File: config.mk
export PLATFORM = sky130hd
export DESIGN_NAME = packed_six_bit_name_entry_parser_core
export DESIGN_NICKNAME = d
export VERILOG_FILES = /design/src/rtl/psbn_pkg.sv /design/src/rtl/packed_six_bit_name_entry_parser_core.sv
export SDC_FILE = /design/constraint.sdc
export NUM_CORES = 1
export LEC_CHECK = 0
export ABC_CLOCK_PERIOD_IN_PS = 3750
export BUFFER_PORTS_ARGS = -buffer_cell sky130_fd_sc_hd__buf_2
export CAP_MARGIN = 20
export CORE_MARGIN = 5
export CORE_UTILIZATION = 44
export DETAILED_ROUTE_END_ITERATION = 10
export PLACE_DENSITY = 0.72
export SLEW_MARGIN = 20
export SYNTH_ARGS = -nofsm -noshare
export SYNTH_HDL_FRONTEND = slang
export SYNTH_SLANG_ARGS = --single-unit
File: constraint.sdc
create_clock -name i_clk -period 3.75 [get_ports i_clk]
set_clock_uncertainty 0.05 [all_clocks]
set_input_delay 0.375 -clock i_clk [delete_from_list [all_inputs] [get_ports i_clk]]
set_output_delay 0.375 -clock i_clk [all_outputs]
set_load 0.005 [all_outputs]
File: src/rtl/psbn_pkg.sv
// Package: types, constants and the code-to-ASCII decode for the entry parser.
`timescale 1ns / 1ps

package psbn_pkg;

    // Kinds of result carried on o_kind
    localparam logic [1:0] KIND_NAME_CHAR = 2'd0;
    localparam logic [1:0] KIND_FILE_CHAR = 2'd1;
    localparam logic [1:0] KIND_SAME_NAME = 2'd2;
    localparam logic [1:0] KIND_VOLUME    = 2'd3;

    // Result queue depth (power of two, pointers wrap)
    localparam int RQ_DEPTH = 4;
    localparam int RQ_PTR_W = $clog2(RQ_DEPTH);
    localparam int RQ_CNT_W = $clog2(RQ_DEPTH + 1);

    localparam logic [7:0] MAX_LENGTH = 8'd127;

    typedef enum logic [4:0] {
        PH_NAME_LEN   = 5'b00001,
        PH_NAME_CHARS = 5'b00010,
        PH_FILE_LEN   = 5'b00100,
        PH_FILE_CHARS = 5'b01000,
        PH_VOLUME     = 5'b10000
    } t_phase;

    typedef struct packed {
        logic [1:0]  kind;
        logic [7:0]  char_code;
        logic [31:0] volume_bits;
        logic        end_of_string;
        logic        end_of_entry;
        logic        length_error;
    } t_result;

    // 6-bit code to ASCII: 0, A-Z, a-z, 0-9, underscore
    function automatic logic [7:0] decode_code(input logic [5:0] code);
        logic [7:0] c;
        begin
            c = {2'b00, code};
            case (code) inside
                6'd0:          decode_code = 8'd0;
                [6'd1:6'd26]:  decode_code = c + 8'd64;
                [6'd27:6'd52]: decode_code = c + 8'd70;
                [6'd53:6'd62]: decode_code = c - 8'd5;
                default:       decode_code = 8'd95;
            endcase
        end
    endfunction

endpackage

File: src/rtl/packed_six_bit_name_entry_parser_core.sv
// Top level: byte-stream parser for packed six-bit name list entries.
`timescale 1ns / 1ps

//  channel  | direction | handshake          | payload
//  ---------+-----------+--------------------+-------------------------------------------
//  input    | in        | i_valid / o_ready  | i_data_byte
//  result   | out       | o_valid / i_ready  | o_kind, o_char_code, o_volume_bits,
//           |           |                    | o_end_of_string, o_end_of_entry,
//           |           |                    | o_length_error
//  config   | in        | i_cfg_wr_en        | i_cfg_wr_data (report_volume)
//
//  One byte per cycle while o_ready is high. A byte is decoded in the cycle it is taken and
//  its zero, one or two results enter a four-entry queue; into an empty queue, the first is
//  on the outputs the next cycle. o_ready is high while the queue holds two or fewer
//  results, so it depends only on registered state and a stall on the result side backs up
//  into the input once three or more results wait. Reset is synchronous, active low: parser
//  back to waiting for a name length, queue emptied, report_volume set to 1.

module packed_six_bit_name_entry_parser_core
    import psbn_pkg::*;
(
    input  logic        i_clk,
    input  logic        i_rst_n,
    // input channel
    input  logic        i_valid,
    output logic        o_ready,
    input  logic [7:0]  i_data_byte,
    // result channel
    output logic        o_valid,
    input  logic        i_ready,
    output logic [1:0]  o_kind,
    output logic [7:0]  o_char_code,
    output logic [31:0] o_volume_bits,
    output logic        o_end_of_string,
    output logic        o_end_of_entry,
    output logic        o_length_error,
    // configuration
    input  logic        i_cfg_wr_en,
    input  logic        i_cfg_wr_data
);

    // ---------------------------------------------------------------- parser state
    t_phase      r_phase,        n_phase;
    logic [6:0]  r_chars_left,   n_chars_left;
    logic [1:0]  r_group_pos,    n_group_pos;
    logic [7:0]  r_prev_byte,    n_prev_byte;
    logic [23:0] r_vol_shift,    n_vol_shift;
    logic [1:0]  r_vol_seen,     n_vol_seen;
    logic        r_entry_volume, n_entry_volume;
    logic        r_report_volume;

    // ---------------------------------------------------------------- result queue
    t_result               r_rq [RQ_DEPTH];
    logic [RQ_PTR_W-1:0]   r_wr_ptr;
    logic [RQ_PTR_W-1:0]   r_rd_ptr;
    logic [RQ_CNT_W-1:0]   r_count;

    logic       in_xfer;
    logic       out_xfer;
    logic [1:0] n_push;
    t_result    res0, res1;

    // per-byte decode helpers
    logic [5:0] code0;
    logic [6:0] cl1, cl2;
    logic       last1, last2;
    logic       eoe_ok;
    logic       is_file;

    assign o_ready  = (r_count <= RQ_CNT_W'(RQ_DEPTH - 2));
    assign in_xfer  = i_valid && o_ready;
    assign o_valid  = (r_count != '0);
    assign out_xfer = o_valid && i_ready;

    // ---------------------------------------------------------------- decode one byte
    always_comb begin
        n_phase        = r_phase;
        n_chars_left   = r_chars_left;
        n_group_pos    = r_group_pos;
        n_prev_byte    = r_prev_byte;
        n_vol_shift    = r_vol_shift;
        n_vol_seen     = r_vol_seen;
        n_entry_volume = r_entry_volume;
        n_push         = 2'd0;
        res0           = '0;
        res1           = '0;

        is_file = (r_phase == PH_FILE_CHARS);
        eoe_ok  = is_file && !r_entry_volume;

        // unpack: group position picks which bits form the next code
        case (r_group_pos)
            2'd0:    code0 = i_data_byte[7:2];
            2'd1:    code0 = {r_prev_byte[1:0], i_data_byte[7:4]};
            default: code0 = {r_prev_byte[3:0], i_data_byte[7:6]};
        endcase
        cl1   = r_chars_left - 7'd1;
        last1 = (cl1 == 7'd0);
        cl2   = cl1 - 7'd1;
        last2 = (cl2 == 7'd0);

        case (r_phase)
            PH_NAME_CHARS, PH_FILE_CHARS: begin
                if (r_chars_left == 7'd0) begin
                    // nothing left to read: move on without consuming codes
                    if (is_file) begin
                        n_phase     = PH_VOLUME;
                        n_vol_shift = '0;
                        n_vol_seen  = '0;
                    end else begin
                        n_phase = PH_FILE_LEN;
                    end
                end else begin
                    res0.kind          = is_file ? KIND_FILE_CHAR : KIND_NAME_CHAR;
                    res0.char_code     = decode_code(code0);
                    res0.end_of_string = last1;
                    res0.end_of_entry  = last1 && eoe_ok;
                    n_push             = 2'd1;
                    n_chars_left       = cl1;
                    n_prev_byte        = i_data_byte;
                    n_group_pos        = (r_group_pos == 2'd0) ? 2'd1 :
                                         (r_group_pos == 2'd1) ? 2'd2 : 2'd0;
                    // third byte of a group also carries a whole fourth code
                    if (!last1 && r_group_pos >= 2'd2) begin
                        res1.kind          = res0.kind;
                        res1.char_code     = decode_code(i_data_byte[5:0]);
                        res1.end_of_string = last2;
                        res1.end_of_entry  = last2 && eoe_ok;
                        n_push             = 2'd2;
                        n_chars_left       = cl2;
                    end
                    if (last1 || (r_group_pos >= 2'd2 && last2)) begin
                        n_group_pos = 2'd0;
                        if (is_file) begin
                            n_phase     = PH_VOLUME;
                            n_vol_shift = '0;
                            n_vol_seen  = '0;
                        end else begin
                            n_phase = PH_FILE_LEN;
                        end
                    end
                end
            end
            PH_FILE_LEN: begin
                if (i_data_byte == 8'd0) begin
                    res0.kind         = KIND_SAME_NAME;
                    res0.end_of_entry = !r_entry_volume;
                    n_push            = 2'd1;
                    n_phase           = PH_VOLUME;
                    n_vol_shift       = '0;
                    n_vol_seen        = '0;
                end else if (i_data_byte > MAX_LENGTH) begin
                    res0.kind          = KIND_FILE_CHAR;
                    res0.end_of_string = 1'b1;
                    res0.end_of_entry  = !r_entry_volume;
                    res0.length_error  = 1'b1;
                    n_push             = 2'd1;
                    n_phase            = PH_VOLUME;
                    n_vol_shift        = '0;
                    n_vol_seen         = '0;
                end else begin
                    n_chars_left = i_data_byte[6:0];
                    n_group_pos  = 2'd0;
                    n_phase      = PH_FILE_CHARS;
                end
            end
            PH_VOLUME: begin
                if (r_vol_seen != 2'd3) begin
                    n_vol_shift = {r_vol_shift[15:0], i_data_byte};
                    n_vol_seen  = r_vol_seen + 2'd1;
                end else begin
                    if (r_entry_volume) begin
                        res0.kind         = KIND_VOLUME;
                        res0.volume_bits  = {r_vol_shift, i_data_byte};
                        res0.end_of_entry = 1'b1;
                        n_push            = 2'd1;
                    end
                    n_vol_shift = '0;
                    n_vol_seen  = '0;
                    n_phase     = PH_NAME_LEN;
                end
            end
            default: begin
                // name length byte; volume reporting is latched per entry here
                n_entry_volume = r_report_volume;
                if (i_data_byte == 8'd0) begin
                    n_phase = PH_FILE_LEN;
                end else if (i_data_byte > MAX_LENGTH) begin
                    res0.kind          = KIND_NAME_CHAR;
                    res0.end_of_string = 1'b1;
                    res0.length_error  = 1'b1;
                    n_push             = 2'd1;
                    n_phase            = PH_FILE_LEN;
                end else begin
                    n_chars_left = i_data_byte[6:0];
                    n_group_pos  = 2'd0;
                    n_phase      = PH_NAME_CHARS;
                end
            end
        endcase
    end

    // ---------------------------------------------------------------- control registers
    always_ff @(posedge i_clk) begin
        if (!i_rst_n) begin
            r_phase         <= PH_NAME_LEN;
            r_chars_left    <= '0;
            r_group_pos     <= '0;
            r_prev_byte     <= '0;
            r_vol_shift     <= '0;
            r_vol_seen      <= '0;
            r_entry_volume  <= 1'b1;
            r_report_volume <= 1'b1;
            r_wr_ptr        <= '0;
            r_rd_ptr        <= '0;
            r_count         <= '0;
        end else begin
            if (i_cfg_wr_en) begin
                r_report_volume <= i_cfg_wr_data;
            end
            if (in_xfer) begin
                r_phase        <= n_phase;
                r_chars_left   <= n_chars_left;
                r_group_pos    <= n_group_pos;
                r_prev_byte    <= n_prev_byte;
                r_vol_shift    <= n_vol_shift;
                r_vol_seen     <= n_vol_seen;
                r_entry_volume <= n_entry_volume;
                r_wr_ptr       <= r_wr_ptr + RQ_PTR_W'(n_push);
            end
            if (out_xfer) begin
                r_rd_ptr <= r_rd_ptr + RQ_PTR_W'(1);
            end
            r_count <= r_count + (in_xfer ? RQ_CNT_W'(n_push) : RQ_CNT_W'(0))
                               - (out_xfer ? RQ_CNT_W'(1) : RQ_CNT_W'(0));
        end
    end

    // ---------------------------------------------------------------- queue storage
    always_ff @(posedge i_clk) begin
        if (in_xfer && n_push != 2'd0) begin
            r_rq[r_wr_ptr] <= res0;
        end
        if (in_xfer && n_push == 2'd2) begin
            r_rq[r_wr_ptr + RQ_PTR_W'(1)] <= res1;
        end
    end

    assign o_kind          = r_rq[r_rd_ptr].kind;
    assign o_char_code     = r_rq[r_rd_ptr].char_code;
    assign o_volume_bits   = r_rq[r_rd_ptr].volume_bits;
    assign o_end_of_string = r_rq[r_rd_ptr].end_of_string;
    assign o_end_of_entry  = r_rq[r_rd_ptr].end_of_entry;
    assign o_length_error  = r_rq[r_rd_ptr].length_error;

    // ---------------------------------------------------------------- checks
    // queue never overfills
    a_rq_bound: assert property (@(posedge i_clk) disable iff (!i_rst_n)
        r_count <= RQ_CNT_W'(RQ_DEPTH))
        else $error("result queue overfilled");

    // occupancy follows pushes and pops
    a_rq_count: assert property (@(posedge i_clk) disable iff (!i_rst_n)
        $past(i_rst_n) |-> r_count == $past(r_count)
            + ($past(in_xfer) ? RQ_CNT_W'($past(n_push)) : RQ_CNT_W'(0))
            - ($past(out_xfer) ? RQ_CNT_W'(1) : RQ_CNT_W'(0)))
        else $error("result queue count out of step");

    // a volume word always closes its entry and is never a string end
    a_volume_last: assert property (@(posedge i_clk) disable iff (!i_rst_n)
        (o_valid && o_kind == KIND_VOLUME) |-> (o_end_of_entry && !o_end_of_string))
        else $error("volume result without end of entry");

    // the length-error marker carries no character and ends its string
    a_err_marker: assert property (@(posedge i_clk) disable iff (!i_rst_n)
        (o_valid && o_length_error) |-> (o_end_of_string && o_char_code == 8'd0))
        else $error("length error marker malformed");

endmodule
==> results.tsv, run 1 <==
stage	metric	value	unit
worst_setup_path	worstPathMaxFanout	9	
global_route	grt-ovfl-total	0	
power	ir_drop	0.316	mV
timing	fin_crit_sh	91.2	%
run_status	status	complete, no violations	
yosys	syn_inst	1109	
detailed_routing	initialDrtViolationCount	1014	
layout	drive_above_1_share	19.3	%
yosys	ys.warnings.count	0	
floorplan	die_h	171	um
detailed_routing	wl	30600	um
layout	diodes	0	
yosys	ys_seq_area_share	45.2	%
power	powerDensity	516	mW/mm^2
power	p_int	4.86	mW
power	p_clk_share	40.4	%
timing	hold_viol	0	
floorplan	coreArea	0.0253	sq mm
layout	fill_cells	2218	
timing	maxSlewViolCount	0	
yosys	synth_ff_type	dfxtp_1	
min_path	whs_endpoint	r_rq[0][3]	
timing	rsz0062_at_grt	no	
global_route	gr-usage-all-layers	20.4	%
power	comb_power_share	16.8	%
place	dpl.hpwl	19700	um
timing	setup_viol	0	
worst_setup_path	cp_data_arrival_time	3.80	ns
min_path	hold_path.startpoint	i_data_byte[0]	
timing	max_slew.worst_pin.slew	0.971	ns
place	gp_congestion	0.882	
detailed_routing	route.detailed.drc	0	
timing	relSlewSlack	35.2	%
clocking	root_buffer	clkbuf_16	
timing	whs	0.196	ns
detailed_routing	wl_per_cell	20.3	um
clocking	clk_pin_slew	0.06	ns
global_route	grt_max_degree	50	
detailed_routing	detail-route-antenna-nets	0	
yosys	synth-edff-count	44	
timing	max_freq	292	MHz
min_path	worstHoldPathCells	3	
global_route	antenna_found_initial	1	
worst_setup_path	rr_startpoint	r_chars_left[0]	
power	netSwitchingFraction	27.7	%
yosys	synth_seq_cells	235	
worst_setup_path	crit_required	4.13	ns
worst_setup_path	worstSetupEndpointType	flop	
floorplan	die-area	0.0292	sq mm
min_path	hp-class	input pin to flop	
worst_setup_path	rr_worst_depth	12	
layout	area_delta_synth_final	14.5	%
yosys	async_flop_share	0	%
clocking	cts_max_level	1	
global_route	grt_pass1_wl	48500	um
layout	multi_input_area	0.00574	sq mm
clocking	clock-sinks	235	
worst_setup_path	start_kind	flop	
yosys	syn_area_per_cell	10.3	sq um
worst_setup_path	worstSetupPathType	flop to flop	
layout	final_core_util	51.4	%
clocking	insertion_delay	0.53	ns
power	power.switching	1.86	mW
worst_setup_path	r2r-end	r_count[1]	
job	cap_violations	0	
detailed_routing	drt_pass1_iterations	5	
power	leakagePower	5.00	nW
clocking	cts_tree	built	
power	p_seq_share	42.8	%
clocking	cts_inserted_buffers	26	
layout	nets	1201	
timing	final.setup.tns	0	ns
yosys	synth_cell_types	75	
timing	fin_crit	3.42	ns
clocking	cts_max_path_buffers	3	
yosys	synth_area	0.0114	sq mm
detailed_routing	vias	9186	
floorplan	start_util	44.9	%
place	io_buffers	60	
worst_setup_path	reg2reg_slack	0.33	ns
layout	seq_area	0.00515	sq mm
floorplan	pin_count	61	
floorplan	die-width	171	um
detailed_routing	viasPerCell	6.08	
floorplan	rows	58	
global_route	grt_pass1_vias	8957	
==> power groups by stage <==
| stage | clock network, mW | logic (mW) | registers [mW] |
|---|---|---|---|
| 5_1_grt | 2.83 | 1.23 | 2.91 |
| 3_3_place_gp | 0 | 1.11 | 2.94 |
| 6_report | 2.72 | 1.13 | 2.88 |
| 2_1_floorplan | 0 | 0.944 | 2.75 |
| 3_5_place_dp | 0 | 1.12 | 2.94 |
| 4_1_cts | 2.74 | 1.13 | 2.89 |
==> critical path, cell delays in order (launching register included) <==
cell and delay [ns]:
dfxtp_1 0.39, inv_1 0.11, ha_1 0.24, or4b_1 0.53, nor3_1 0.35, nor2_1 0.15
a221o_1 0.41, nand2_1 0.09, ha_1 0.22, inv_1 0.06, ha_1 0.15, fa_1 0.40
and2_1 0.16
==> worst max path at each step <==
| stage | startpoint | end | slack, ns | depth (start not counted) |
|---|---|---|---|---|
| 6_report | r_chars_left[0] | r_count[1] | 0.33 | 12 |
| 5_1_grt | r_chars_left[2] | r_count[2] | 0.009 | 14 |
| 4_1_cts | r_group_pos[0] | r_rq[0][38] | 0.27 | 11 |
| 3_5_place_dp | r_group_pos[0] | r_rq[0][38] | 0.28 | 11 |
| 3_3_place_gp | r_chars_left[0] | r_count[1] | 0.41 | 12 |
| 2_1_floorplan | r_group_pos[0] | r_rq[1][38] | 0.48 | 10 |
==> sequential cells by signal, summed over array words and instances, names as in the netlist, 2 cells and up, named ones only <==
name          flops
r_rq            180
r_vol_shift      24
r_chars_left      7
r_phase           5
r_prev_byte       4
r_count           3
r_group_pos       2
r_rd_ptr          2
r_vol_seen        2
r_wr_ptr          2
==> logic make-up (layout without fill, tap and decap cells) <==
kind of cell	count (synthesis)	in the layout	share of synthesized area (%)
flip-flops	235	235	45.2
buffers and inverters	116	184	4.51
other	1	4	0.0330
AO/OA/AOI/OAI	306	306	19.4
AND/OR/NAND/NOR	321	321	14.0
XOR/XNOR	21	21	1.62
adder cells (fa/ha/maj)	26	26	2.93
multiplexers	83	83	12.3
==> cells in the final DEF (no fill, tap or decap), types with 7 or more instances in the layout <==
cell type    n
xor2_1      13
a22o_1     104
nand3_1     55
inv_1       27
mux2i_1     35
buf_2       60
or3_1       11
and2_1      10
mux4_2      45
o21a_1       7
o21ai_0     41
o22ai_1     23
ha_1        25
dfxtp_1    189
a21oi_1     71
edfxtp_1    44
nand2_1    118
nor4_1       8
clkbuf_16   26
nor3_1      18
nand2b_1    10
buf_4       45
xnor2_1      8
nor2_1      50
==> through the flow <==
| stage | power (mW) | instance area, sq um | instances | setup slack (ns) |
|---|---|---|---|---|
| floorplan | 3.70 | 11400 | 1112 | 0.483 |
| global placement | 4.05 | 12100 | 1461 | 0.411 |
| detailed placement | 4.06 | 12100 | 1461 | 0.276 |
| CTS | 6.75 | 13000 | 1510 | 0.273 |
| global route | 6.97 | 13000 | 1510 | 0.00931 |
| finish | 6.72 | 13000 | 1510 | 0.331 |
==> timing repair <==
item	in CTS	in global routing
endpoints found under the setup margin	0	4
hold endpoints to repair	1	0
hold buffers	2	0
buffers inserted	0	0
gates resized for setup	0	1
==> area by class of cell <==
cell class	count	share of cell area, %
repair buffers	108	5.21
clock inverters	16	1.73
inverters	29	0.836
clock buffers	31	5.37
multi-input cells	761	44.1
flip-flops and latches	235	39.6
well taps	330	3.17
==> synth_stat cells (11+ instances only) <==
library cell  instances  share of area, %
dfxtp_1             191                34
nand2_1             118               3.9
a22o_1              104               8.0
a21oi_1              72               3.2
nand3_1              55               2.4
nor2_1               53               1.7
clkbuf_1             51               1.7
mux4_2               45               8.9
edfxtp_1             44                12
o21ai_0              41               1.8
mux2i_1              35               3.1
inv_1                27              0.89
ha_1                 25               2.7
o22ai_1              23               1.3
buf_2                20              0.88
nor3_1               19              0.84
xor2_1               13               1.0
or3_1                11              0.61
==> layer usage <==
| layer | vias to the layer above | part of all wire, % | GRT usage (%) |
|---|---|---|---|
| li1 | 4253 | - | - |
| met1 | 4503 | 43 | 27.7 |
| met3 | 38 | 7.3 | 2.80 |
| met5 | - | 0.036 | 0 |
| met2 | 390 | 48 | 34.3 |
| met4 | 2 | 2.0 | 6.01 |
No activity file was read; power rests on OpenSTA's default activity.
==> run 2: changes to the inputs <==
--- a/config.mk
+++ b/config.mk
@@ -10,6 +10,7 @@
 export CAP_MARGIN = 20
 export CORE_MARGIN = 5
 export CORE_UTILIZATION = 44
+export CTS_BUF_LIST = sky130_fd_sc_hd__clkbuf_4 sky130_fd_sc_hd__clkbuf_8
 export DETAILED_ROUTE_END_ITERATION = 10
 export PLACE_DENSITY = 0.72
 export SLEW_MARGIN = 20
==> run 2 against run 1 <==
Compared with the run above:
- utilization is 0.19 points lower
- design area is 0.37% lower
- fmax is 1.0% lower
- sequential share of layout area is 0.15 points higher
- largest power group unchanged
- via count is 0.35% higher
- highest routed layer unchanged
==> results.tsv, run 2 (synthesis gave the netlist of run 1 again) <==
stage	metric	value	unit
detailed_routing	viasPerCell	6.01	
min_path	worstHoldPathCells	3	
timing	max_freq	289	MHz
floorplan	rows	58	
floorplan	pin_count	61	
detailed_routing	vias	9218	
min_path	hold_path.startpoint	i_data_byte[0]	
worst_setup_path	r2r-end	r_count[1]	
timing	fin_crit_sh	92.1	%
layout	reg.largest.list	r_rq: 180 flops, r_vol_shift: 24 flops, r_chars_left: 7 flops	
floorplan	start_util	44.9	%
power	power.switching	1.88	mW
layout	layoutNonFillerInstCount	1534	
min_path	hp-class	input pin to flop	
layout	regMostFlops	r_rq	
worst_setup_path	cpPeakStageDelay	0.53	ns
clocking	cts_setup_buffers	0	
clocking	clk_pin_slew	0.07	ns
worst_setup_path	worstPathMaxFanout	9	
timing	maxSlewViolCount	0	
timing	setup_viol	0	
timing	relSlewSlack	35.5	%
global_route	gr-usage-all-layers	20.6	%
global_route	grt_pass1_vias	8976	
timing	rsz0062_at_grt	no	
power	ir_drop	0.259	mV
power	leakagePower	5.00	nW
run_status	status	complete, no violations	
clocking	cts_inserted_buffers	39	
global_route	grt_max_degree	50	
layout	drive_above_1_share	20.9	%
place	io_buffers	60	
floorplan	die-width	171	um
detailed_routing	detail-route-antenna-nets	0	
clocking	insertion_delay	0.55	ns
power	powerDensity	500	mW/mm^2
floorplan	coreArea	0.0253	sq mm
worst_setup_path	cp_num_buf_inv	2	
layout	area_delta_synth_final	14.0	%
worst_setup_path	rr_worst_depth	12	
clocking	root_buffer	clkbuf_8	
worst_setup_path	worstSetupEndpointType	flop	
worst_setup_path	cp_data_arrival_time	3.83	ns
detailed_routing	route.detailed.drc	0	
worst_setup_path	cp_top_family	simple AND/OR/NAND/NOR gates	
power	comb_power_share	17.4	%
detailed_routing	initialDrtViolationCount	947	
floorplan	die-area	0.0292	sq mm
floorplan	die_h	171	um
global_route	grt-ovfl-total	0	
layout	fill_cells	2233	
layout	final_cell_mix	189 x dfxtp_1, 118 x nand2_1, 104 x a22o_1	
worst_setup_path	start_kind	flop	
global_route	antenna_found_initial	1	
timing	final.setup.tns	0	ns
timing	hold_viol	0	
layout	largest_reg_flops	180	
detailed_routing	drt_pass1_iterations	5	
place	dpl.hpwl	19700	um
place	gp_congestion	0.882	
clocking	cts_max_path_buffers	3	
clocking	cts_max_level	2	
power	p_int	4.61	mW
worst_setup_path	path_common_cell	ha_1	
worst_setup_path	rr_startpoint	r_chars_left[0]	
power	p_clk_share	38.2	%
detailed_routing	wl	30700	um
layout	final_common_cell	dfxtp_1	
worst_setup_path	worstSetupPathType	flop to flop	
timing	fin_crit	3.45	ns
worst_setup_path	worstPathCellList	inv_1 -> ha_1 -> or4b_1 -> nor3_1 -> nor2_1 -> a221o_1 -> nand2_1 -> ha_1 -> inv_1 -> ha_1 -> fa_1 -> and2_1	
timing	max_slew.worst_pin.slew	0.967	ns
clocking	cts_tree	built	
clocking	clock-sinks	235	
detailed_routing	wl_per_cell	20.0	um
power	netSwitchingFraction	28.9	%
place	dp.cells	1461	
global_route	grt_pass1_wl	48600	um
job	cap_violations	0	
layout	diodes	0	
worst_setup_path	crit_required	4.13	ns
worst_setup_path	cp.depth	12	
min_path	whs_endpoint	r_vol_shift[0]	
layout	nets	1214	
worst_setup_path	critical_path.slowest_cell	or4b_1	
power	p_seq_share	44.4	%
worst_setup_path	reg2reg_slack	0.30	ns
## run 2: cell types whose count changed in the layout (fill, tap and decap cells not counted)
cell,previous run,this run
clkinvlp_4,1,2
clkbuf_16,26,0
clkbuf_4,0,10
clkinv_1,2,4
bufinv_16,5,2
clkbuf_8,3,49
clkinv_2,6,3
clkbuf_1,2,0
clkinv_4,1,0
## run 2: worst max path at each step
stage | startpoint | endpoint | slack [ns]
6_report | r_chars_left[0] | r_count[1] | 0.30
3_3_place_gp | r_chars_left[0] | r_count[1] | 0.41
4_1_cts | r_group_pos[0] | r_rq[0][38] | 0.28
2_1_floorplan | r_group_pos[0] | r_rq[1][38] | 0.48
5_1_grt | r_chars_left[2] | r_count[2] | 0.007
3_5_place_dp | r_group_pos[0] | r_rq[0][38] | 0.28
## run 2: cell type report
cell class | instances | area, sq um | area share [%]
tap | 330 | 413 | 3.18
multi-input combinational | 761 | 5740 | 44.3
timing repair buffer | 108 | 678 | 5.23
clock inverter | 12 | 126 | 0.974
inverter | 29 | 109 | 0.839
clock buffer | 59 | 749 | 5.78
sequential | 235 | 5150 | 39.7
## run 2: layer usage
layer	vias up	wire length (um)	track usage, %
met1	4508	13300	27.7
met2	355	14500	34.1
met3	60	2110	3.44
met5	-	11	0
met4	2	738	6.70
li1	4293	-	-
## run 2: stage by stage
| step | total power [mW] | hold slack [ns] | utilization (%) | worst slack [ns] | cell area (sq um) |
|---|---|---|---|---|---|
| 2_1_floorplan | 3.70 | 0.370 | - | 0.483 | 11400 |
| 3_3_place_gp | 4.05 | 0.383 | 47.7 | 0.411 | 12100 |
| 3_5_place_dp | 4.06 | 0.394 | 47.7 | 0.276 | 12100 |
| 4_1_cts | 6.53 | 0.159 | 51.2 | 0.284 | 13000 |
| 5_1_grt | 6.77 | 0.184 | 51.2 | 0.00701 | 13000 |
| 6_report | 6.49 | 0.183 | 51.2 | 0.296 | 13000 |
## run 2: power groups by stage
stage | registers (mW) | logic, mW | clock network (mW)
floorplan | 2.75 | 0.944 | 0
global placement | 2.94 | 1.11 | 0
detailed placement | 2.94 | 1.12 | 0
CTS | 2.89 | 1.13 | 2.51
global route | 2.91 | 1.23 | 2.63
finish | 2.88 | 1.13 | 2.48
## run 2: timing repair
action / CTS / global route
hold buffers: 2 / 0
resized for setup: 0 / 1
hold endpoints to repair: 1 / 0
setup endpoints to repair: 0 / 4
## run 2: tightest hold or removal path, cell delays in order
cell	delay, ns
buf_2	0.19
nand2_1	0.10
mux2i_1	0.06
